==> src/rtl/afl_pkg.sv <==
// Shared constants, types and helpers for the audio FIFO with level meter.
package afl_pkg;

  localparam int RING_DEPTH = 4096;
  localparam int PTR_W      = $clog2(RING_DEPTH);
  localparam int CNT_W      = $clog2(RING_DEPTH + 1);

  localparam int SMP_W      = 16;
  localparam int FILL_W     = 13;
  localparam int MS_W       = 31;
  localparam int ALPHA_W    = 16;
  localparam int COEF_W     = 25;
  localparam int ENV_W      = 40;
  localparam int ENV_FRAC_W = 24;
  localparam int HALF_W     = ENV_W / 2;

  localparam int CFG_IDX_W  = 2;
  localparam int CFG_DATA_W = 25;

  localparam int S_TDATA_W  = 32;
  localparam int S_TUSER_W  = 1;
  localparam int M_TDATA_W  = 96;
  localparam int M_TUSER_W  = 2;

  localparam logic [COEF_W-1:0] COEF_ONE = COEF_W'(1) << ENV_FRAC_W;

  typedef enum logic [CFG_IDX_W-1:0] {
    CFG_CHANNEL_MODE  = 2'd0,
    CFG_MS_ALPHA      = 2'd1,
    CFG_ATTACK_COEFF  = 2'd2,
    CFG_RELEASE_COEFF = 2'd3
  } cfg_idx_e;

  typedef enum logic [1:0] {
    MODE_MONO   = 2'd0,
    MODE_STEREO = 2'd1,
    MODE_FIRST  = 2'd2
  } chan_mode_e;

  localparam logic ACT_WRITE = 1'b0;
  localparam logic ACT_READ  = 1'b1;

  typedef struct packed {
    logic accept;
    logic do_err;
    logic do_ms;
    logic do_hi;
    logic do_env;
    logic load_out;
  } afl_cmd_t;

  function automatic logic [PTR_W-1:0] next_ptr(input logic [PTR_W-1:0] p);
    next_ptr = (p == PTR_W'(RING_DEPTH - 1)) ? '0 : p + PTR_W'(1);
  endfunction

endpackage

==> src/rtl/afl_ctrl.sv <==
// Sequencing state machine for the audio FIFO with level meter.
module afl_ctrl
  import afl_pkg::*;
(
  input  logic     clk_i,
  input  logic     rst_ni,
  input  logic     in_valid_i,
  input  logic     in_action_i,
  input  logic     out_ready_i,
  output logic     in_ready_o,
  output logic     out_valid_o,
  output afl_cmd_t cmd_o
);

  typedef enum logic [2:0] {
    ST_IDLE,
    ST_ERR,
    ST_MS,
    ST_HI,
    ST_ENV,
    ST_DONE
  } state_e;

  state_e state_q;
  logic   out_valid_q;

  assign in_ready_o  = (state_q == ST_IDLE);
  assign out_valid_o = out_valid_q;

  always_comb begin
    cmd_o          = '0;
    cmd_o.accept   = in_valid_i && (state_q == ST_IDLE);
    cmd_o.do_err   = (state_q == ST_ERR);
    cmd_o.do_ms    = (state_q == ST_MS);
    cmd_o.do_hi    = (state_q == ST_HI);
    cmd_o.do_env   = (state_q == ST_ENV);
    cmd_o.load_out = (state_q == ST_DONE) && (!out_valid_q || out_ready_i);
  end

  always_ff @(posedge clk_i or negedge rst_ni) begin
    if (!rst_ni) begin
      state_q     <= ST_IDLE;
      out_valid_q <= 1'b0;
    end else begin
      if (cmd_o.load_out) begin
        out_valid_q <= 1'b1;
      end else if (out_ready_i) begin
        out_valid_q <= 1'b0;
      end
      case (state_q)
        ST_IDLE: begin
          if (cmd_o.accept) begin
            state_q <= (in_action_i == ACT_WRITE) ? ST_ERR : ST_DONE;
          end
        end
        ST_ERR:  state_q <= ST_MS;
        ST_MS:   state_q <= ST_HI;
        ST_HI:   state_q <= ST_ENV;
        ST_ENV:  state_q <= ST_DONE;
        ST_DONE: begin
          if (cmd_o.load_out) begin
            state_q <= ST_IDLE;
          end
        end
        default: state_q <= ST_IDLE;
      endcase
    end
  end

endmodule

==> config.mk <==
export PLATFORM = sky130hd
export DESIGN_NAME = afl_ctrl
export DESIGN_NICKNAME = d
export VERILOG_FILES = /design/src/rtl/afl_pkg.sv /design/src/rtl/afl_ctrl.sv
export SDC_FILE = /design/constraint.sdc
export NUM_CORES = 1
export LEC_CHECK = 0
export ABC_AREA = 1
export BUFFER_PORTS_ARGS = -buffer_cell sky130_fd_sc_hd__buf_2
export CAP_MARGIN = 30
export CORE_AREA = 2 2 39 41
export CTS_CLUSTER_SIZE = 8
export DETAILED_ROUTE_END_ITERATION = 10
export DIE_AREA = 0 0 41 43
export HOLD_SLACK_MARGIN = 0.08
export PLACE_DENSITY_LB_ADDON = 0.08
export SLEW_MARGIN = 20
export SYNTH_ARGS = -nofsm -noshare
export SYNTH_HDL_FRONTEND = slang
export SYNTH_SLANG_ARGS = --single-unit
==> constraint.sdc <==
create_clock -name clk_i -period 1.1 [get_ports clk_i]
set_input_delay 0.22 -clock clk_i [delete_from_list [all_inputs] [get_ports clk_i]]
set_output_delay 0.22 -clock clk_i [all_outputs]
set_load 0.01 [all_outputs]
==> impl_metrics.prom, run 1 <==
# TYPE chip_impl_metric gauge
chip_impl_metric{name="place.port_buffers",unit=""} 12
chip_impl_metric{name="finalClockSkew",unit="ps"} 0.2656
chip_impl_metric{name="cts_buffers",unit=""} 3
chip_impl_metric{name="syn2layout_area_growth",unit="%"} 69.15
chip_impl_metric{name="static-leakage-power",unit="nW"} 0.2252
chip_impl_metric{name="clkLatencyLatePin",unit="ps"} 230
chip_impl_info{name="setup_repair_after_global_routing_missed_its_margin",value="yes"} 1
chip_impl_info{name="clock_tree.root_cell",value="sky130_fd_sc_hd__clkbuf_4"} 1
chip_impl_metric{name="initial_utilization",unit="%"} 17.00
chip_impl_metric{name="postSynthRegisterBits",unit=""} 4
chip_impl_metric{name="diodes",unit=""} 0
chip_impl_metric{name="worstPathArrival",unit="ps"} 1080
chip_impl_info{name="synth.area.top_cells",value="sky130_fd_sc_hd__dfrtp_1 43%, sky130_fd_sc_hd__nand2_1 11%, sky130_fd_sc_hd__nor3_1 8.5%"} 1
chip_impl_metric{name="die-area",unit="sq um"} 1763
chip_impl_metric{name="worst_hold_slack",unit="ps"} 184.3
chip_impl_info{name="synth_area_leader_cell",value="sky130_fd_sc_hd__dfrtp_1"} 1
chip_impl_metric{name="timing.critical_path.buf_inv",unit=""} 1
chip_impl_metric{name="overflow",unit=""} 0
chip_impl_metric{name="drc",unit=""} 0
chip_impl_metric{name="post_synth.cell_area_avg",unit="sq um"} 6.721
chip_impl_metric{name="detail_route.wirelength",unit="microns"} 571
chip_impl_metric{name="cell_area_after_synthesis",unit="sq um"} 235.2
chip_impl_metric{name="max_stage_delay",unit="ps"} 440
chip_impl_info{name="yosys_most_used_dff",value="sky130_fd_sc_hd__dfrtp_1"} 1
chip_impl_metric{name="drt_first_pass_iters",unit=""} 2
chip_impl_metric{name="viasPerCell",unit=""} 4.029
chip_impl_metric{name="antenna_violations_before_repair",unit=""} 0
chip_impl_metric{name="rows",unit=""} 14
chip_impl_metric{name="final_core_util",unit="%"} 28.75
chip_impl_info{name="outcome",value="finished, violations left"} 1
chip_impl_metric{name="die_w",unit="microns"} 41
chip_impl_metric{name="synth_cell_types",unit=""} 13
chip_impl_metric{name="synth_edf_count",unit=""} 0
chip_impl_metric{name="timing.fmax",unit="GHz"} 0.7690
chip_impl_info{name="clock_tree_from_tritoncts",value="built"} 1
chip_impl_info{name="crit_path_top_delay_cell",value="sky130_fd_sc_hd__dfrtp_2"} 1
chip_impl_metric{name="cp.required",unit="ps"} 880
chip_impl_metric{name="dp_worst_setup_slack",unit="ps"} 4.925
chip_impl_metric{name="timing.final.max_slew_violations",unit=""} 0
chip_impl_metric{name="final-hold-violation-count",unit=""} 0
chip_impl_metric{name="grt_pass1_wl",unit="microns"} 959
chip_impl_metric{name="maxCapViolCount",unit=""} 0
chip_impl_metric{name="groute.usage.overall",unit="%"} 8.569
chip_impl_metric{name="syn_nets",unit=""} 40
chip_impl_metric{name="synth-seq-area-share",unit="%"} 42.55
chip_impl_info{name="synthMostInstantiatedCell",value="sky130_fd_sc_hd__nand2_1"} 1
chip_impl_metric{name="clock_sink_count",unit=""} 4
chip_impl_metric{name="num_io_pins",unit=""} 13
chip_impl_metric{name="fin_nets",unit=""} 61
chip_impl_metric{name="syn-instance-count",unit=""} 35
chip_impl_metric{name="async_reset_ff_share",unit="%"} 100.0
chip_impl_metric{name="drtAntennaViolNets",unit=""} 0
chip_impl_info{name="worstSetupEndpointType",value="output port"} 1
chip_impl_metric{name="clock_tree.buffer_depth",unit=""} 2
chip_impl_metric{name="power",unit="mW"} 1.190
chip_impl_info{name="hold_path_class",value="in -> reg"} 1
chip_impl_metric{name="finalSetupTns",unit="ps"} -1148
chip_impl_metric{name="min_period_over_period",unit="%"} 118.2
chip_impl_metric{name="clkSlewWorstSetupHoldPaths",unit="ps"} 40
chip_impl_metric{name="finalSetupViolations",unit=""} 7
chip_impl_info{name="cell_breakdown_of_the_critical_path",value="nor2_4 -> nand2_2 -> nor2_1 -> buf_2"} 1
chip_impl_info{name="post_synth_most_frequent_cells",value="7 x sky130_fd_sc_hd__nand2_1, 4 x sky130_fd_sc_hd__dfrtp_1, 4 x sky130_fd_sc_hd__inv_1, 4 x sky130_fd_sc_hd__nor2_1, 4 x sky130_fd_sc_hd__nor3_1"} 1
chip_impl_metric{name="gp_congestion",unit=""} 0.6998
chip_impl_metric{name="biggest_fanout_along_the_worst_timing_path",unit=""} 5
chip_impl_info{name="critPathLaunchType",value="flop"} 1
chip_impl_metric{name="detailedPlacementHpwl",unit="microns"} 477.4
chip_impl_metric{name="grt_start_max_net_pins",unit=""} 8
chip_impl_metric{name="peakVddDrop",unit="mV"} 1.173
chip_impl_metric{name="post_detailed_route_wirelength_per_cell",unit="microns"} 8.157
chip_impl_metric{name="post_route_cells_drive_above_1_share",unit="%"} 55.56
chip_impl_metric{name="number_of_global_route_vias_before_repair",unit=""} 260
chip_impl_metric{name="worst_tran_pin_value",unit="ps"} 163.3
chip_impl_metric{name="slew_headroom",unit="%"} 89.00
chip_impl_metric{name="final_period_minus_worst_setup_slack",unit="ps"} 1300
chip_impl_metric{name="detail_route.iter0.violations",unit=""} 3
chip_impl_metric{name="synth_top_cell_area_share",unit="%"} 42.55
chip_impl_metric{name="die_y",unit="microns"} 43
chip_impl_metric{name="filler_cell_count",unit=""} 176
chip_impl_metric{name="ctsHtreeMaxLevel",unit=""} 1
chip_impl_info{name="worst-setup-path-type",value="reg -> out"} 1
chip_impl_metric{name="vias",unit=""} 282
chip_impl_info{name="critPathTopFamily",value="flip-flops"} 1
chip_impl_metric{name="core_area",unit="sq um"} 1384
chip_impl_metric{name="timing.final.ws_setup",unit="ps"} -200.4
chip_impl_info{name="violations",value="negative setup slack"} 1
chip_impl_metric{name="power_density",unit="nW/um^2"} 2992
chip_impl_metric{name="yosys_warnings",unit=""} 0
report_power, final:
part | switching (mW) | internal (mW)
clock | 0.0586 | 0.122
sequential | 0.116 | 0.231
combinational | 0.346 | 0.317
sequential cells by signal, summed over array words and instances (netlist names):
| signal | flops |
|---|---|
| out_valid_o | 1 |
| state_q | 3 |
cell type report:
class                           instances  area (sq um)  share of cell area (%)
Sequential cell                         4         103.9                   26.10
Multi-Input combinational cell         23         121.4                   30.50
Clock buffer                            3         22.52                   5.660
Inverter                                8         31.28                   7.862
Tap cell                               16         20.02                   5.031
Timing Repair Buffer                   16         98.84                   24.84
worst paths after layout:
check,startpoint,to,slack (ps),cells past startpoint
min in group asynchronous,rst_ni,state_q[2],330,2
max reg2reg,state_q[1],state_q[2],50,7
min reg2reg,state_q[2],state_q[1],520,1
max,state_q[0],cmd_o[5],-200,4
max in group asynchronous,rst_ni,state_q[1],640,2
min,out_ready_i,out_valid_o,180,2
through the flow:
| stage | area [sq um] | instances |
|---|---|---|
| final | 397.9 | 70 |
| after global routing | 397.9 | 70 |
| after CTS | 379.1 | 69 |
| after detailed placement | 322.8 | 64 |
| after global placement | 322.8 | 64 |
| after floorplan | 235.2 | 35 |
cells in the final DEF (no fill, tap or decap):
cell                             n
sky130_fd_sc_hd__dfrtp_1         1
sky130_fd_sc_hd__nand3_1         1
sky130_fd_sc_hd__clkinv_2        1
sky130_fd_sc_hd__dfrtp_2         3
sky130_fd_sc_hd__a21oi_1         1
sky130_fd_sc_hd__buf_2          11
sky130_fd_sc_hd__o21ai_1         1
sky130_fd_sc_hd__nand2_2         2
sky130_fd_sc_hd__o21ai_0         1
sky130_fd_sc_hd__clkbuf_4        3
sky130_fd_sc_hd__buf_6           1
sky130_fd_sc_hd__nor3_1          4
sky130_fd_sc_hd__dlygate4sd3_1   1
sky130_fd_sc_hd__inv_2           3
sky130_fd_sc_hd__nand2_1         6
sky130_fd_sc_hd__nor2_4          2
sky130_fd_sc_hd__buf_4           3
sky130_fd_sc_hd__inv_1           4
sky130_fd_sc_hd__o21ai_2         1
sky130_fd_sc_hd__nor2_1          4
per-layer routing:
layer | vias up | share of wire (%) | GRT usage [%]
met5 | - | 0 | 0
met4 | 0 | 0 | 8.000
met3 | 0 | 8.2 | 3.141
met2 | 9 | 52 | 10.94
met1 | 129 | 40 | 10.42
li1 | 144 | - | -
cells by family (layout without fill, tap and decap cells):
kind of cell / after synthesis / count (layout) / share of synthesized area [%]
simple gates: 19 / 19 / 36.17
flops: 4 / 4 / 42.55
buf+inv: 8 / 27 / 12.76
compound gates: 4 / 4 / 8.507
timing repair:
action | 4_1_cts | 5_1_grt
pin swaps | 1 | 2
buffers inserted | 1 | 1
endpoints found under the hold margin | 4 | 0
hold buffers | 1 | 0
cloned | 0 | 0
endpoints found under the setup margin | 7 | 8
gates resized for setup | 6 | 4
(Power assumes the default switching activity.)
==> run 2: changes to the inputs <==
--- a/config.mk
+++ b/config.mk
@@ -12,8 +12,10 @@
 export CTS_CLUSTER_SIZE = 8
 export DETAILED_ROUTE_END_ITERATION = 10
 export DIE_AREA = 0 0 41 43
+export GPL_ROUTABILITY_DRIVEN = 0
 export HOLD_SLACK_MARGIN = 0.08
 export PLACE_DENSITY_LB_ADDON = 0.08
+export SKIP_LAST_GASP = 1
 export SLEW_MARGIN = 20
 export SYNTH_ARGS = -nofsm -noshare
 export SYNTH_HDL_FRONTEND = slang
==> constraint.sdc (replaced) <==
create_clock -name clk_i -period 1.1 [get_ports clk_i]
set_input_delay 0.22 -clock clk_i [delete_from_list [all_inputs] [get_ports clk_i]]
set_output_delay 0.22 -clock clk_i [all_outputs]
set_load 0.005 [all_outputs]
==> run 2 against run 1 <==
Effect of this change:
- the flow still finishes with violations (negative setup slack)
- register-to-register slack hardly changed
- final area is 1.9% lower
- non-clock buffer count stayed put
- global-route usage is 0.10 points lower
- combinational power is 12% lower
- fmax is 1.4% higher
- critical endpoint is now cmd_o[2]
- critical path type unchanged
- cell count stayed put
- die area stayed put
==> impl_metrics.prom, run 2 (synthesis results as in run 1) <==
# TYPE chip_impl_metric gauge
chip_impl_info{name="outcome",value="finished, violations left"} 1
chip_impl_info{name="violations",value="negative setup slack"} 1
chip_impl_metric{name="vias",unit=""} 278
chip_impl_metric{name="worst_tran_pin_value",unit="ps"} 163.3
chip_impl_metric{name="routed-wl-met2",unit="microns"} 289
chip_impl_info{name="final_cell_mix",value="12 x sky130_fd_sc_hd__buf_2, 6 x sky130_fd_sc_hd__nand2_1, 4 x sky130_fd_sc_hd__inv_1, 4 x sky130_fd_sc_hd__nor3_1, 4 x sky130_fd_sc_hd__nor2_1"} 1
chip_impl_metric{name="timing.final.ws_setup",unit="ps"} -183.0
chip_impl_metric{name="power",unit="mW"} 1.109
chip_impl_metric{name="final-hold-violation-count",unit=""} 0
chip_impl_info{name="worstSetupEndpointType",value="output port"} 1
chip_impl_metric{name="rows",unit=""} 14
chip_impl_metric{name="filler_cell_count",unit=""} 174
chip_impl_metric{name="finalClockSkew",unit="ps"} 0.2617
chip_impl_info{name="crit_path_top_delay_cell",value="sky130_fd_sc_hd__dfrtp_2"} 1
chip_impl_metric{name="peakVddDrop",unit="mV"} 1.021
chip_impl_info{name="critPathLaunch",value="state_q[1]"} 1
chip_impl_metric{name="max_stage_delay",unit="ps"} 450
chip_impl_metric{name="static-leakage-power",unit="nW"} 0.2202
chip_impl_metric{name="num_io_pins",unit=""} 13
chip_impl_metric{name="clkSlewWorstSetupHoldPaths",unit="ps"} 40
chip_impl_metric{name="power_density",unit="nW/um^2"} 2840
chip_impl_metric{name="timing.fmax",unit="GHz"} 0.7794
chip_impl_metric{name="postPlaceCellArea",unit="sq um"} 322.8
chip_impl_info{name="worstReg2RegStart",value="state_q[1]"} 1
chip_impl_metric{name="timing.critical_path.buf_inv",unit=""} 3
chip_impl_metric{name="post_route_cells_drive_above_1_share",unit="%"} 53.70
chip_impl_info{name="registers.top_by_ff_count",value="state_q"} 1
chip_impl_metric{name="ctsHtreeMaxLevel",unit=""} 1
chip_impl_metric{name="diodes",unit=""} 0
chip_impl_metric{name="groute.usage.overall",unit="%"} 8.468
chip_impl_metric{name="clock_tree.buffer_depth",unit=""} 2
chip_impl_metric{name="worstPathArrival",unit="ps"} 1060
chip_impl_metric{name="timing.final.max_slew_violations",unit=""} 0
chip_impl_metric{name="worstRegToRegCells",unit=""} 7
chip_impl_metric{name="detail_route.iter0.violations",unit=""} 3
chip_impl_info{name="worst_path_most_repeated_cell",value="sky130_fd_sc_hd__nand2_1"} 1
chip_impl_info{name="hold_path_class",value="in -> reg"} 1
chip_impl_metric{name="grt_start_max_net_pins",unit=""} 8
chip_impl_metric{name="cp.depth",unit=""} 5
chip_impl_metric{name="fin_nets",unit=""} 61
chip_impl_metric{name="drtAntennaViolNets",unit=""} 0
chip_impl_metric{name="detailedPlacementHpwl",unit="microns"} 477.4
chip_impl_metric{name="met3RoutedLength",unit="microns"} 52
chip_impl_metric{name="overflow",unit=""} 0
chip_impl_metric{name="antenna_violations_before_repair",unit=""} 0
chip_impl_metric{name="initial_utilization",unit="%"} 17.00
chip_impl_metric{name="maxCapViolCount",unit=""} 0
chip_impl_info{name="endpoint_of_the_worst_slack_reg_to_reg_timing_path",value="state_q[2]"} 1
chip_impl_metric{name="cts_buffers",unit=""} 3
chip_impl_metric{name="min_period_over_period",unit="%"} 116.6
chip_impl_metric{name="final_period_minus_worst_setup_slack",unit="ps"} 1283
chip_impl_metric{name="slew_headroom",unit="%"} 89.00
chip_impl_info{name="final_common_cell",value="sky130_fd_sc_hd__buf_2"} 1
chip_impl_metric{name="dp_worst_setup_slack",unit="ps"} 22.73
chip_impl_info{name="critPathLaunchType",value="flop"} 1
chip_impl_metric{name="clock_sink_count",unit=""} 4
chip_impl_info{name="critPathTopFamily",value="flip-flops"} 1
chip_impl_info{name="endpoint",value="cmd_o[2]"} 1
chip_impl_metric{name="clkLatencyLatePin",unit="ps"} 230
chip_impl_info{name="clock_tree.root_cell",value="sky130_fd_sc_hd__clkbuf_4"} 1
chip_impl_metric{name="reg2reg_slack",unit="ps"} 50
chip_impl_metric{name="finalSetupViolations",unit=""} 7
chip_impl_metric{name="drt_first_pass_iters",unit=""} 2
chip_impl_metric{name="die-area",unit="sq um"} 1763
chip_impl_metric{name="m1WireLength",unit="microns"} 219
chip_impl_metric{name="grt_pass1_wl",unit="microns"} 945
chip_impl_metric{name="final_area",unit="sq um"} 390.4
chip_impl_metric{name="die_w",unit="microns"} 41
chip_impl_metric{name="core_area",unit="sq um"} 1384
chip_impl_metric{name="die_y",unit="microns"} 43
chip_impl_metric{name="number_of_global_route_vias_before_repair",unit=""} 252
chip_impl_info{name="worst-setup-path-type",value="reg -> out"} 1
chip_impl_metric{name="detail_route.wirelength",unit="microns"} 562
chip_impl_metric{name="post_detailed_route_wirelength_per_cell",unit="microns"} 8.029
chip_impl_metric{name="place.port_buffers",unit=""} 12
chip_impl_metric{name="syn2layout_area_growth",unit="%"} 65.96
chip_impl_metric{name="biggest_fanout_along_the_worst_timing_path",unit=""} 6
chip_impl_metric{name="drc",unit=""} 0
chip_impl_info{name="topRoutingLayerUsed",value="met3"} 1
chip_impl_info{name="cell_breakdown_of_the_critical_path",value="nand2_1 -> clkinv_1 -> nand2_1 -> inv_1 -> buf_2"} 1
chip_impl_metric{name="viasPerCell",unit=""} 3.971
chip_impl_info{name="clock_tree_from_tritoncts",value="built"} 1
chip_impl_metric{name="cp.required",unit="ps"} 880
chip_impl_metric{name="largest_register_ff_count",unit=""} 3
chip_impl_info{name="setup_repair_after_global_routing_missed_its_margin",value="yes"} 1
==> run 2: cell counts in the layout (fill, tap and decap cells not counted) <==
Identical to the previous run, type by type.
==> run 2: metal layers <==
layer  vias up  track usage (%)
met2         9            10.94
met1       125            10.10
met4         0            8.000
met3         0            3.141
li1        144                -
met5         -                0
==> run 2: how the worst min path moves through the flow <==
stage,startpoint,to,slack (ps),depth (start not counted)
after global routing,out_ready_i,out_valid_o,190,2
final,out_ready_i,out_valid_o,180,2
after CTS,out_ready_i,out_valid_o,180,2
after floorplan,rst_ni,out_valid_o,-80,0
after detailed placement,rst_ni,out_valid_o,30,1
after global placement,rst_ni,out_valid_o,30,1
==> run 2: final cells by class <==
cell class / count / area, sq um / area share (%)
multi-input cells: 23 / 121.4 / 31.09
flip-flops and latches: 4 / 103.9 / 26.60
repair buffers: 16 / 92.59 / 23.72
inverters: 8 / 30.03 / 7.692
clock buffers: 3 / 22.52 / 5.769
well taps: 16 / 20.02 / 5.128
==> run 2: what timing repair did <==
item	in CTS	in global routing
endpoints found under the hold margin	4	0
endpoints found under the setup margin	7	8
pin swaps	1	2
setup buffers	1	1
resized for setup	4	4
hold buffers	1	0
==> run 2: worst register-to-register path, stage by stage, from the launching register on <==
cell                      delay, ps
sky130_fd_sc_hd__dfrtp_2        430
sky130_fd_sc_hd__nor2_4          50
sky130_fd_sc_hd__buf_4          120
sky130_fd_sc_hd__buf_4          120
sky130_fd_sc_hd__o21ai_2         40
sky130_fd_sc_hd__nand2_1         60
sky130_fd_sc_hd__nand2_1         60
sky130_fd_sc_hd__nand2_1         50
==> run 2: where the power goes <==
part	total, mW	internal, mW	switching (mW)
combinational	0.582	0.290	0.292
sequential	0.346	0.231	0.115
clock	0.181	0.122	0.0586
total	1.11	0.643	0.466
==> run 2: stage by stage <==
step / utilization (%) / hold WS, ps / instances / setup TNS (ps)
floorplan: - / -75.59 / 35 / 0
global placement: 23.33 / 29.85 / 64 / 0
detailed placement: 23.33 / 30.96 / 64 / 0
CTS: 26.85 / 177.1 / 69 / -1161
global route: 28.21 / 193.8 / 70 / -1628
finish: 28.21 / 184.3 / 70 / -1053
